[src/pal_pkg.sv]
// ----------------------------------------------------------------------------
// pal_pkg: shared types and constants of the positional array list
// Action and status codes, cell control type and default parameter values.
// ----------------------------------------------------------------------------
`default_nettype none

package pal_pkg;

  localparam int unsigned DefaultDepth     = 128;
  localparam int unsigned DefaultWordWidth = 32;

  localparam int unsigned ActionW  = 3;
  localparam int unsigned PosW     = 7;
  localparam int unsigned ValueW   = 32;
  localparam int unsigned LengthW  = 8;
  localparam int unsigned StatusW  = 2;

  typedef enum logic [ActionW-1:0] {
    ACT_INSERT  = 3'd0,
    ACT_APPEND  = 3'd1,
    ACT_DELETE  = 3'd2,
    ACT_GET     = 3'd3,
    ACT_REPLACE = 3'd4,
    ACT_CLEAR   = 3'd5
  } action_e;

  typedef enum logic [StatusW-1:0] {
    ST_DONE    = 2'd0,
    ST_BAD_POS = 2'd1,
    ST_FULL    = 2'd2
  } status_e;

  typedef enum logic [2:0] {
    CELL_HOLD,
    CELL_SHIFT_UP,
    CELL_SHIFT_DOWN,
    CELL_WRITE,
    CELL_CLEAR
  } cell_op_e;

  typedef struct packed {
    cell_op_e op;
    logic     rd_en;
  } cell_ctl_t;

endpackage

`default_nettype wire

[src/pal_cell.sv]
// ----------------------------------------------------------------------------
// pal_cell: one list entry
// Holds one word; shifts from its neighbors, takes a write or clears, and
// drives its word onto the read bus when selected.
// ----------------------------------------------------------------------------
`default_nettype none

module pal_cell
  import pal_pkg::*;
#(
  parameter int unsigned WORD_WIDTH = DefaultWordWidth,
  parameter int unsigned IDX_W      = PosW,
  parameter int unsigned INDEX      = 0
) (
  input  wire logic                  clk_i,
  input  wire cell_ctl_t             ctl_i,
  input  wire logic [IDX_W-1:0]      pos_i,
  input  wire logic [WORD_WIDTH-1:0] value_i,
  input  wire logic [WORD_WIDTH-1:0] left_i,
  input  wire logic [WORD_WIDTH-1:0] right_i,
  output logic      [WORD_WIDTH-1:0] data_o,
  output logic      [WORD_WIDTH-1:0] rd_o
);

  localparam logic [IDX_W-1:0] MyIdx = IDX_W'(INDEX);

  logic [WORD_WIDTH-1:0] data_q, data_d;
  logic                  at_pos, above;

  assign at_pos = (MyIdx == pos_i);
  assign above  = (MyIdx > pos_i);

  always_comb begin
    data_d = data_q;
    unique case (ctl_i.op)
      CELL_HOLD: ;
      CELL_SHIFT_UP: begin
        if (above) begin
          data_d = left_i;
        end else if (at_pos) begin
          data_d = value_i;
        end
      end
      CELL_SHIFT_DOWN: begin
        if (above || at_pos) begin
          data_d = right_i;
        end
      end
      CELL_WRITE: begin
        if (at_pos) begin
          data_d = value_i;
        end
      end
      CELL_CLEAR: data_d = '0;
      default: ;
    endcase
  end

  always_ff @(posedge clk_i) begin
    data_q <= data_d;
  end

  assign data_o = data_q;
  assign rd_o   = (ctl_i.rd_en && at_pos) ? data_q : '0;

endmodule

`default_nettype wire

[config.mk]
export PLATFORM = sky130hd
export DESIGN_NAME = pal_cell
export DESIGN_NICKNAME = d
export VERILOG_FILES = /design/src/pal_pkg.sv /design/src/pal_cell.sv
export SDC_FILE = /design/constraint.sdc
export NUM_CORES = 1
export LEC_CHECK = 0
export BUFFER_PORTS_ARGS = -buffer_cell sky130_fd_sc_hd__buf_2
export CELL_PAD_IN_SITES_DETAIL_PLACEMENT = 0
export CELL_PAD_IN_SITES_GLOBAL_PLACEMENT = 2
export CORE_ASPECT_RATIO = 0.5
export CORE_MARGIN = 2
export CORE_UTILIZATION = 19
export CTS_CLUSTER_DIAMETER = 100
export DETAILED_ROUTE_END_ITERATION = 12
export PLACE_DENSITY = 0.79
export SKIP_LAST_GASP = 1
export SYNTH_ARGS = -nofsm -noshare
export SYNTH_HDL_FRONTEND = slang
export SYNTH_SLANG_ARGS = --single-unit
[constraint.sdc]
create_clock -name clk_i -period 4.9 [get_ports clk_i]
set_input_delay 0.98 -clock clk_i [delete_from_list [all_inputs] [get_ports clk_i]]
set_output_delay 0.98 -clock clk_i [all_outputs]
set_load 0.02 [all_outputs]
==> impl_metrics.ini <==
[run_status]
status = completed

[critical_path]
worst_path_most_repeated_cell = buf_2
worstPathRequired_ps = 3920
crit_chain = buf_2 > or4_4 > nor4_4 > buf_4 > and3_1 > buf_2
max_stage_delay_ps = 560
startpoint_type = input port
critical_path_arrival_ps = 2760
crit_type = input port to output port
cp_slowest_cell = buf_4
crit_fanout = 57
end_kind = output port

[timing]
hold_slack_ps = 645
min_period_over_period_pct = 76.3
slew_violations = 0
finalWorstSetupSlack_ps = 1160
tns_ps = 0
finalSetupViolCount = 0
fmax_ghz = 0.267
clock_skew_ps = 0
slew_headroom_pct = 55.5
hold_violations = 0
rsz0062_at_grt = no
worst_pin_slew_ps = 668
fin_crit_ps = 3740

[grt]
grt_usage_pct = 11.2
antenna_found_initial = 0
grt_first_pass_wirelength_mm = 9.45
grt_pass1_vias = 1781
grt_start_max_net_pins = 58
grt_overflow = 0

[place]
pre_cts_ws_ps = 1150
gp_congestion = 0.719
dp_hpwl_mm = 4.78
placed_area_sq_um = 2750
port_buffers = 139

[layout]
final_common_cell = buf_2
multi_input_area_sq_um = 886
area_growth_pct = 52.0
antenna_cells_inserted = 0
post-route-cell-area_sq_um = 2910
drive_gt1_share_pct = 48.8
regArea_sq_um = 961
largest_reg_flops = 32
nFillCells = 1034
final_nets = 427

[detailed_routing]
avgViaCountPerCell = 4.14
via_count = 1885
wl_mm = 6.54
wl_per_cell_um = 14.4
first_iter_violations = 116
route.detailed.drc = 0
firstDrtPassIters = 6
drtAntennaViolNets = 0

[floorplan]
dieWidth_um = 146
io_pins = 172
die_area_sq_um = 11000
dieHeight_um = 75.0
rows = 25
floorplan.initialDensity_pct = 19.9
core_area_sq_um = 9630

[yosys]
seq_area_frac_synth_pct = 50.1
yosysUniqueCellTypes = 15
syn-num-nets = 292
synth_area_sq_um = 1920
synth-seq-cells = 32
syn_inst = 184
ys_warn_count = 0
syn_area_per_cell_sq_um = 10.4

[clock_network]
cts_buffers = 5
root_buffer = clkbuf_16
cts_resized = 0
cts_sinks = 32
clk_latency_ps = 270
cts_tree = done
hold_buffers = 0
cts_setup_buffers = 0
h-tree-depth = 2
clkTransAtPathRegs_ps = 50
clock_path_buffers = 2

[power]
intPower_mw = 0.625
combinationalPowerShare_pct = 16.1
powerDensity_nw_per_um2 = 285
power.share.clock_pct = 42.2
p_sw_mw = 0.204
switching_share_pct = 24.6
leakagePower_nw = 1.36
seq_power_share_pct = 41.7
vdd_ir_drop_max_v = 0.000109

[run]
cap_violations = 0

[hold_path]
hp-class = flop to flop
## cells in the mapped netlist
master | n | area [sq um]
and3_1 | 32 | 200
edfxtp_1 | 32 | 961
mux2i_1 | 32 | 320
nand2_1 | 32 | 120
o21ai_1 | 32 | 160
clkbuf_1 | 9 | 33.8
buf_2 | 3 | 15.0
buf_6 | 3 | 33.8
a21oi_1 | 2 | 10.0
nand2b_1 | 2 | 12.5
buf_4 | 1 | 7.51
nor2_1 | 1 | 3.75
nor4_4 | 1 | 21.3
o22ai_1 | 1 | 6.26
or4_4 | 1 | 11.3
## worst paths after layout
kind / startpoint / to / slack [ps] / depth (start not counted)
hold / removal: data_o[28]$_DFFE_PP_ / data_o[28]$_DFFE_PP_ / 640 / 2
hold reg to reg: data_o[28]$_DFFE_PP_ / data_o[28]$_DFFE_PP_ / 640 / 2
setup reg to reg: data_o[29]$_DFFE_PP_ / data_o[29]$_DFFE_PP_ / 3990 / 2
setup / recovery: pos_i[3] / rd_o[18] / 1160 / 6
## worst max-delay path, delay by kind of cell
family,cells,cell delay (ps)
buffers and inverters,3,820
AND/OR/NAND/NOR,3,900
## metrics by stage
step                      instances  utilization [%]  power (mW)
after global placement          447             28.5       0.484
final                           455             30.2       0.829
after CTS                       455             30.2       0.842
after detailed placement        447             28.5       0.487
after floorplan                 184                -       0.418
after global routing            455             30.2       0.868
## power by group through the flow
stage | combinational (mW) | clock (mW) | sequential (mW)
floorplan | 0.0431 | 0 | 0.375
global placement | 0.133 | 0 | 0.351
detailed placement | 0.136 | 0 | 0.351
CTS | 0.136 | 0.360 | 0.346
global route | 0.148 | 0.372 | 0.348
finish | 0.134 | 0.350 | 0.345
## layer usage
layer  part of all wire [%]  GRT usage, %  vias up
li1                       -             -      947
met1                     41          13.1      896
met2                     55          21.4       37
met3                    3.2          2.36        5
met4                   0.83          3.24        0
met5                      0             0        -
## area by class of cell
| type | count | share of cell area (%) |
|---|---|---|
| Sequential cell | 32 | 33.0 |
| Multi-Input combinational cell | 136 | 30.4 |
| Timing Repair Buffer | 144 | 25.2 |
| Tap cell | 135 | 5.80 |
| Clock buffer | 6 | 4.42 |
| Clock inverter | 2 | 1.20 |
## cell families after synthesis
family | count (synthesis) | synth area share, %
DFF | 32 | 50.1
buffers and inverters | 16 | 4.70
AOI/OAI and AO/OA | 35 | 9.20
muxes | 32 | 16.7
and+or+nand+nor | 69 | 19.3
No activity file was read; power rests on OpenSTA's default activity.
